<file path="src/hw/rtl/kdr_pkg.sv">
package kdr_pkg;

    localparam int ADDR_W = 64;
    localparam int WORD_W = 32;
    localparam int CFG_W  = 7;

    localparam logic [CFG_W-1:0]  RING_SLOTS_RESET = 7'd64;
    localparam int                MIN_SLOTS        = 2;
    localparam logic [WORD_W-1:0] KEYFRAME_FLAGS   = 32'd1;

    typedef enum logic [1:0] {
        OP_PUT   = 2'd0,
        OP_GET   = 2'd1,
        OP_PEEK  = 2'd2,
        OP_FLUSH = 2'd3
    } op_t;

    typedef enum logic {
        ST_OK    = 1'b0,
        ST_EMPTY = 1'b1
    } status_t;

    typedef struct packed {
        logic [ADDR_W-1:0] addr;
        logic [WORD_W-1:0] size;
        logic [WORD_W-1:0] flags;
        logic [WORD_W-1:0] kind;
    } desc_t;

    typedef struct packed {
        status_t status;
        desc_t   desc;
    } result_t;

endpackage

</file>
<file path="src/hw/rtl/kdr_req_if.sv">
interface kdr_req_if import kdr_pkg::*; ();

    logic              valid;
    logic              ready;
    logic [1:0]        opcode;
    logic [ADDR_W-1:0] in_addr;
    logic [WORD_W-1:0] in_size;
    logic [WORD_W-1:0] in_flags;
    logic [WORD_W-1:0] in_kind;

    modport source (
        output valid, opcode, in_addr, in_size, in_flags, in_kind,
        input  ready
    );

    modport sink (
        input  valid, opcode, in_addr, in_size, in_flags, in_kind,
        output ready
    );

endinterface

</file>
<file path="src/hw/rtl/kdr_rsp_if.sv">
interface kdr_rsp_if import kdr_pkg::*; ();

    logic              valid;
    logic              ready;
    logic              status;
    logic [ADDR_W-1:0] out_addr;
    logic [WORD_W-1:0] out_size;
    logic [WORD_W-1:0] out_flags;
    logic [WORD_W-1:0] out_kind;

    modport source (
        output valid, status, out_addr, out_size, out_flags, out_kind,
        input  ready
    );

    modport sink (
        input  valid, status, out_addr, out_size, out_flags, out_kind,
        output ready
    );

endinterface

</file>
<file path="src/hw/rtl/kdr_ctrl.sv">
module kdr_ctrl import kdr_pkg::*; #(
    parameter int MAX_SLOTS = 64
) (
    input  logic                           clk,
    input  logic                           rst_n,
    input  logic [$clog2(MAX_SLOTS+1)-1:0] len,
    input  logic                           clear,
    kdr_req_if.sink                        req,
    kdr_rsp_if.source                      rsp,
    output logic                           ram_we,
    output logic [$clog2(MAX_SLOTS)-1:0]   ram_waddr,
    output desc_t                          ram_wdata,
    output logic                           ram_re,
    output logic [$clog2(MAX_SLOTS)-1:0]   ram_raddr,
    input  desc_t                          ram_rdata
);

    localparam int PW = $clog2(MAX_SLOTS);
    localparam int LW = $clog2(MAX_SLOTS + 1);
    localparam int NW = (PW + 1 > LW) ? PW + 1 : LW;

    typedef enum logic [2:0] {
        S_IDLE,
        S_READ,
        S_WALK,
        S_CHECK,
        S_DONE
    } state_t;

    state_t          state_reg, state_next;
    logic [PW-1:0]   rp_reg, rp_next;
    logic [PW-1:0]   wp_reg, wp_next;
    logic            get_reg, get_next;
    result_t         res_reg, res_next;
    logic            out_valid_reg, out_valid_next;
    result_t         out_res_reg, out_res_next;

    logic            empty;
    logic            full;
    logic [PW-1:0]   rp_inc;
    logic [PW-1:0]   wp_inc;

    function automatic logic [PW-1:0] step_ptr(input logic [PW-1:0] p,
                                                input logic [LW-1:0] n);
        logic [NW-1:0] q;
        q = NW'(p) + NW'(1);
        if (q >= NW'(n))
        begin
            return '0;
        end
        return q[PW-1:0];
    endfunction

    assign rp_inc = step_ptr(rp_reg, len);
    assign wp_inc = step_ptr(wp_reg, len);
    assign empty  = (rp_reg == wp_reg);
    assign full   = (wp_inc == rp_reg);

    assign req.ready = (state_reg == S_IDLE);

    assign ram_waddr       = wp_reg;
    assign ram_wdata.addr  = req.in_addr;
    assign ram_wdata.size  = req.in_size;
    assign ram_wdata.flags = req.in_flags;
    assign ram_wdata.kind  = req.in_kind;
    assign ram_raddr       = rp_reg;

    always_comb
    begin
        state_next     = state_reg;
        rp_next        = rp_reg;
        wp_next        = wp_reg;
        get_next       = get_reg;
        res_next       = res_reg;
        out_valid_next = out_valid_reg;
        out_res_next   = out_res_reg;
        ram_we         = 1'b0;
        ram_re         = 1'b0;

        if (out_valid_reg && rsp.ready)
        begin
            out_valid_next = 1'b0;
        end

        case (state_reg)
            S_IDLE:
            begin
                if (req.valid)
                begin
                    res_next = '0;
                    case (op_t'(req.opcode))
                        OP_PUT:
                        begin
                            // slots being walked never include the tail slot
                            ram_we = 1'b1;
                            if (full)
                            begin
                                rp_next    = rp_inc;
                                state_next = S_WALK;
                            end
                            else
                            begin
                                wp_next    = wp_inc;
                                state_next = S_DONE;
                            end
                        end
                        OP_GET, OP_PEEK:
                        begin
                            get_next = (op_t'(req.opcode) == OP_GET);
                            if (empty)
                            begin
                                res_next.status = ST_EMPTY;
                                state_next      = S_DONE;
                            end
                            else
                            begin
                                ram_re     = 1'b1;
                                state_next = S_READ;
                            end
                        end
                        OP_FLUSH:
                        begin
                            rp_next    = '0;
                            wp_next    = '0;
                            state_next = S_DONE;
                        end
                        default:
                        begin
                            state_next = S_DONE;
                        end
                    endcase
                end
            end
            S_READ:
            begin
                res_next.status = ST_OK;
                res_next.desc   = ram_rdata;
                if (get_reg)
                begin
                    rp_next = rp_inc;
                end
                state_next = S_DONE;
            end
            S_WALK:
            begin
                // stop at an empty ring, else fetch the head flags
                if (empty)
                begin
                    wp_next    = wp_inc;
                    state_next = S_DONE;
                end
                else
                begin
                    ram_re     = 1'b1;
                    state_next = S_CHECK;
                end
            end
            S_CHECK:
            begin
                if (ram_rdata.flags == KEYFRAME_FLAGS)
                begin
                    wp_next    = wp_inc;
                    state_next = S_DONE;
                end
                else
                begin
                    rp_next    = rp_inc;
                    state_next = S_WALK;
                end
            end
            S_DONE:
            begin
                // hand the word to the output register once it is free
                if (!out_valid_reg || rsp.ready)
                begin
                    out_valid_next = 1'b1;
                    out_res_next   = res_reg;
                    state_next     = S_IDLE;
                end
            end
            default:
            begin
                state_next = S_IDLE;
            end
        endcase

        if (clear)
        begin
            rp_next = '0;
            wp_next = '0;
        end
    end

    always_ff @(posedge clk or negedge rst_n)
    begin
        if (!rst_n)
        begin
            state_reg     <= S_IDLE;
            rp_reg        <= '0;
            wp_reg        <= '0;
            get_reg       <= 1'b0;
            res_reg       <= '0;
            out_valid_reg <= 1'b0;
            out_res_reg   <= '0;
        end
        else
        begin
            state_reg     <= state_next;
            rp_reg        <= rp_next;
            wp_reg        <= wp_next;
            get_reg       <= get_next;
            res_reg       <= res_next;
            out_valid_reg <= out_valid_next;
            out_res_reg   <= out_res_next;
        end
    end

    assign rsp.valid     = out_valid_reg;
    assign rsp.status    = out_res_reg.status;
    assign rsp.out_addr  = out_res_reg.desc.addr;
    assign rsp.out_size  = out_res_reg.desc.size;
    assign rsp.out_flags = out_res_reg.desc.flags;
    assign rsp.out_kind  = out_res_reg.desc.kind;

endmodule

</file>
<file path="src/flat_wrapper.sv">
// flat-port wrapper written by rule: the top's interface ports become plain ports
module kdr_ctrl_flat import kdr_pkg::*;
#(
    parameter int MAX_SLOTS = 64
)
  (clk, rst_n, len, clear, ram_we, ram_waddr, ram_wdata, ram_re, ram_raddr, ram_rdata, req_valid, req_opcode, req_in_addr, req_in_size, req_in_flags, req_in_kind, req_ready, rsp_valid, rsp_status, rsp_out_addr, rsp_out_size, rsp_out_flags, rsp_out_kind, rsp_ready);
  kdr_req_if req_i ();
  kdr_rsp_if rsp_i ();
  input  logic clk;
  input  logic rst_n;
  input  logic [$clog2(MAX_SLOTS+1)-1:0] len;
  input  logic clear;
  output logic ram_we;
  output logic [$clog2(MAX_SLOTS)-1:0] ram_waddr;
  output desc_t ram_wdata;
  output logic ram_re;
  output logic [$clog2(MAX_SLOTS)-1:0] ram_raddr;
  input  desc_t ram_rdata;
  input wire logic [$bits(req_i.valid)-1:0] req_valid;
  input wire logic [$bits(req_i.opcode)-1:0] req_opcode;
  input wire logic [$bits(req_i.in_addr)-1:0] req_in_addr;
  input wire logic [$bits(req_i.in_size)-1:0] req_in_size;
  input wire logic [$bits(req_i.in_flags)-1:0] req_in_flags;
  input wire logic [$bits(req_i.in_kind)-1:0] req_in_kind;
  output wire logic [$bits(req_i.ready)-1:0] req_ready;
  output wire logic [$bits(rsp_i.valid)-1:0] rsp_valid;
  output wire logic [$bits(rsp_i.status)-1:0] rsp_status;
  output wire logic [$bits(rsp_i.out_addr)-1:0] rsp_out_addr;
  output wire logic [$bits(rsp_i.out_size)-1:0] rsp_out_size;
  output wire logic [$bits(rsp_i.out_flags)-1:0] rsp_out_flags;
  output wire logic [$bits(rsp_i.out_kind)-1:0] rsp_out_kind;
  input wire logic [$bits(rsp_i.ready)-1:0] rsp_ready;
  assign req_i.valid = req_valid;
  assign req_i.opcode = req_opcode;
  assign req_i.in_addr = req_in_addr;
  assign req_i.in_size = req_in_size;
  assign req_i.in_flags = req_in_flags;
  assign req_i.in_kind = req_in_kind;
  assign req_ready = req_i.ready;
  assign rsp_valid = rsp_i.valid;
  assign rsp_status = rsp_i.status;
  assign rsp_out_addr = rsp_i.out_addr;
  assign rsp_out_size = rsp_i.out_size;
  assign rsp_out_flags = rsp_i.out_flags;
  assign rsp_out_kind = rsp_i.out_kind;
  assign rsp_i.ready = rsp_ready;
  kdr_ctrl #(.MAX_SLOTS(MAX_SLOTS)) u_core (.clk(clk), .rst_n(rst_n), .len(len), .clear(clear), .req(req_i), .rsp(rsp_i), .ram_we(ram_we), .ram_waddr(ram_waddr), .ram_wdata(ram_wdata), .ram_re(ram_re), .ram_raddr(ram_raddr), .ram_rdata(ram_rdata));
endmodule
</file>
<file path="config.mk">
export PLATFORM = sky130hd
export DESIGN_NAME = kdr_ctrl_flat
export DESIGN_NICKNAME = d
export VERILOG_FILES = /design/src/hw/rtl/kdr_pkg.sv /design/src/hw/rtl/kdr_req_if.sv /design/src/hw/rtl/kdr_rsp_if.sv /design/src/hw/rtl/kdr_ctrl.sv /design/src/flat_wrapper.sv
export SDC_FILE = /design/constraint.sdc
export NUM_CORES = 1
export LEC_CHECK = 0
export ABC_AREA = 0
export BUFFER_PORTS_ARGS = -buffer_cell sky130_fd_sc_hd__clkbuf_2
export CAP_MARGIN = 0
export CORE_AREA = 2 2 263 265
export CTS_CLUSTER_DIAMETER = 50
export DETAILED_ROUTE_END_ITERATION = 7
export DIE_AREA = 0 0 265 267
export SETUP_SLACK_MARGIN = 0.4
export SYNTH_ARGS = -nofsm -noshare
export SYNTH_HDL_FRONTEND = slang
export SYNTH_SLANG_ARGS = --single-unit
</file>
<file path="constraint.sdc">
create_clock -name clk -period 6.9 [get_ports clk]
set_input_delay 0.345 -clock clk [delete_from_list [all_inputs] [get_ports clk]]
set_output_delay 0.345 -clock clk [all_outputs]
set_load 0.05 [all_outputs]
</file>
==> flow_summary.yaml <==
clock_tree:
  postCtsSetupBuffers: 0
  clkSinkCount: 339
  insertion_delay_ns: 0.56
  cts_made_buffers: 45
  hold_buffers: 138
  cts_resized: 0
  h-tree-depth: 2
  cts_tree: "built"
  clk_pin_slew_worst_paths_ns: 0.06
  max-clock-path-buffers: 3
  cts_root_buf: "clkbuf_16"
logic_synthesis:
  synth-compound-area-share: 0.0800
  synth_edf_count: 0
  yosys_warnings: 0
  ys_ff_latch: 339
  yosys.area_share.simple: 0.113
  ys.flop_type: "dfrtp_1"
  synthAdderAreaFrac: 0.0155
  synth_xor_area_frac: 0.0121
  yosys.cell_types.count: 55
  ys_seq_area_frac: 0.554
  synth_top_family_by_area: "multiplexers"
  synth-async-reset-ratio: 1.00
  synth_area_per_cell_um2: 10.6
  syn_inst: 1438
  synth_nets: 1791
  syn_area_um2: 15300
  muxShareOfSynthArea: 0.121
detailed_routing:
  drc: 0
  firstDrtPassIters: 5
  vias_per_cell: 4.33
  wl_um: 49100
  post_drt_wl_per_cell_um: 18.5
  vias: 11527
  drtIter0Drc: 802
  antenna_left: 0
global_route:
  antenna_found_initial: 0
  grtUsageTotal: 0.135
  grt_pass1_wl_um: 73800
  use_met2: 0.225
  use_met1: 0.157
  met3_usage: 0.0397
  grt_start_max_net_pins: 203
  grt-busiest-layer: "met2"
  grt_pass1_vias: 12045
  grt_overflow_total: 0
layout:
  num-fill-cells: 7044
  syn_to_final_growth_pct: 28.1
  seq_area_um2: 8480
  nNetsFinal: 2097
  largest_register_ffs: 161
  multi_input_area_um2: 5270
  drive_gt1_frac: 0.335
sta:
  setup_viol_count_final: 0
  slew_headroom: 0.124
  hold_viol: 0
  finalClockSkew_ns: 0.0150
  timing_worst_slew_pin_value_ns: 1.30
  fmax_mhz: 269
  setup_tns_ns: 0
  finalMaxSlewViolations: 0
  period_minus_slack_ns: 3.72
  rsz0062_at_grt: "no"
  worst_hold_slack_ns: 0.0399
  period_share: 0.539
worst_setup_path:
  setup.worst_path.end_class: "flop"
  cp_slowest_stage_delay_ns: 0.59
  r2r_start: "u_core.ram_waddr[4]"
  path_class: "reg2reg"
  critPathBufInv: 1
  crit_slowest_cell: "dfrtp_1"
  timing.rr.end: "u_core.ram_waddr[4]"
  cp_max_fo: 7
  startpoint_type: "flop"
  r2r_cells: 10
  crit_chain: "inv_1 -> nor3_2 -> xor2_1 -> ha_1 -> and3_1 -> a221oi_1 -> o21ai_1 -> mux2_4 -> or3_4 -> o311ai_1"
  worstPathArrival_ns: 4.18
  cp.required_ns: 7.36
  ff2ff_setup_slack_ns: 3.18
  critical_path.top_delay_family: "compound AO/OA/AOI/OAI gates"
placement:
  port_buffers: 350
  globalplace.congestion: 0.880
  hpwl_um: 34900
power_and_ir_drop:
  vdd_drop_max_uv: 206
  power_density_nw_per_um2: 455
  p_leak_uw: 0.00956
job:
  maxCapViolCount: 0
floorplan:
  initial_utilization: 0.225
  die_w_um: 265
  dieHeight_um: 267
  dieArea_um2: 70800
  core_area_um2: 68000
  pin_count: 671
  fp-row-count: 96
worst_hold_path:
  min_path_type: "in2reg"
  hold_path_end: "u_core.res_reg[47]"
  holdCritStartpoint: "ram_rdata[47]"
  hold_depth: 3
run_status:
  status: "finished, final reports clean"
cell usage in the layout (no fill, tap or decap), drive strengths merged, types with 14 or more instances in the layout:
master,count
nand2b,14
nand2,346
dfrtp,339
o21ai,170
clkbuf,409
nor4,14
xnor2,15
ha,19
mux2,162
inv,32
dlygate4sd3,138
power breakdown:
part / switching, µW / internal [µW]
logic: 2680 / 954
clock network: 931 / 1310
registers: 380 / 2660
per-stage QoR:
step	setup slack [ns]	cells	power, µW	instance area, µm²	utilization
after floorplan	3.35	1438	5810	15300	-
after global placement	3.31	2441	6610	16800	0.247
after detailed placement	3.18	2441	6700	16800	0.247
after CTS	3.23	2659	9060	19600	0.288
after global routing	2.94	2659	9380	19600	0.288
final	3.18	2660	8910	19600	0.288
cell type report:
type / count / area share
inverter: 21 / 0.00402
multi-input combinational: 839 / 0.269
sequential: 339 / 0.433
antenna: 1 / 0.000128
clock inverter: 20 / 0.0106
tap: 882 / 0.0563
clock buffer: 60 / 0.0623
timing repair buffer: 498 / 0.165
how the worst max path moves through the flow:
stage                   startpoint             endpoint  cells after the start
2_1_floorplan  u_core.ram_waddr[2]  u_core.ram_waddr[4]                     11
3_3_place_gp         ram_rdata[35]  u_core.ram_waddr[0]                      8
3_5_place_dp         ram_rdata[35]  u_core.ram_waddr[1]                      8
4_1_cts        u_core.ram_waddr[4]  u_core.ram_waddr[4]                     10
5_1_grt        u_core.ram_waddr[4]  u_core.ram_raddr[4]                     10
6_report       u_core.ram_waddr[4]  u_core.ram_waddr[4]                     10
per-layer routing:
metal / wire length (µm) / vias to the layer above
li1: - / 5286
met5: 0 / -
met4: 2380 / 0
met3: 3490 / 158
met2: 23700 / 446
met1: 19500 / 5637
Yosys cell counts (3+ instances only):
| library cell | number | share of area |
|---|---|---|
| a21oi_1 | 8 | 0.0026 |
| a2bb2oi_1 | 4 | 0.0023 |
| a31oi_1 | 3 | 0.0012 |
| and3_1 | 6 | 0.0025 |
| buf_4 | 160 | 0.078 |
| clkbuf_1 | 74 | 0.018 |
| dfrtp_1 | 339 | 0.55 |
| ha_1 | 19 | 0.016 |
| inv_1 | 21 | 0.0051 |
| mux2_1 | 3 | 0.0022 |
| mux2_2 | 158 | 0.12 |
| mux2i_1 | 3 | 0.0020 |
| nand2_1 | 346 | 0.085 |
| nand2b_1 | 14 | 0.0057 |
| nand3_1 | 11 | 0.0036 |
| nor2_1 | 9 | 0.0022 |
| nor3_1 | 4 | 0.0013 |
| nor4_1 | 14 | 0.0057 |
| nor4b_1 | 3 | 0.0017 |
| o211ai_1 | 3 | 0.0015 |
| o21ai_0 | 136 | 0.044 |
| o21ai_1 | 34 | 0.011 |
| o221ai_1 | 3 | 0.0017 |
| o311ai_1 | 6 | 0.0034 |
| xnor2_1 | 14 | 0.0080 |
| xor2_1 | 4 | 0.0023 |
worst reg2reg max path, stage by stage, from the launching register on:
cell	delay (ns)
dfrtp_1	0.59
inv_1	0.16
nor3_2	0.35
xor2_1	0.29
ha_1	0.30
and3_1	0.17
a221oi_1	0.47
o21ai_1	0.28
mux2_4	0.40
or3_4	0.40
o311ai_1	0.23
kinds of logic (layout without fill, tap and decap cells):
logic type	Yosys count	in the layout
other cells	0	1
mux	165	165
compound gates	217	217
fa+ha+maj	19	19
flops	339	339
simple gates	419	419
xor+xnor	19	19
buf+inv	260	599
No activity file was read; power rests on OpenSTA's default activity.
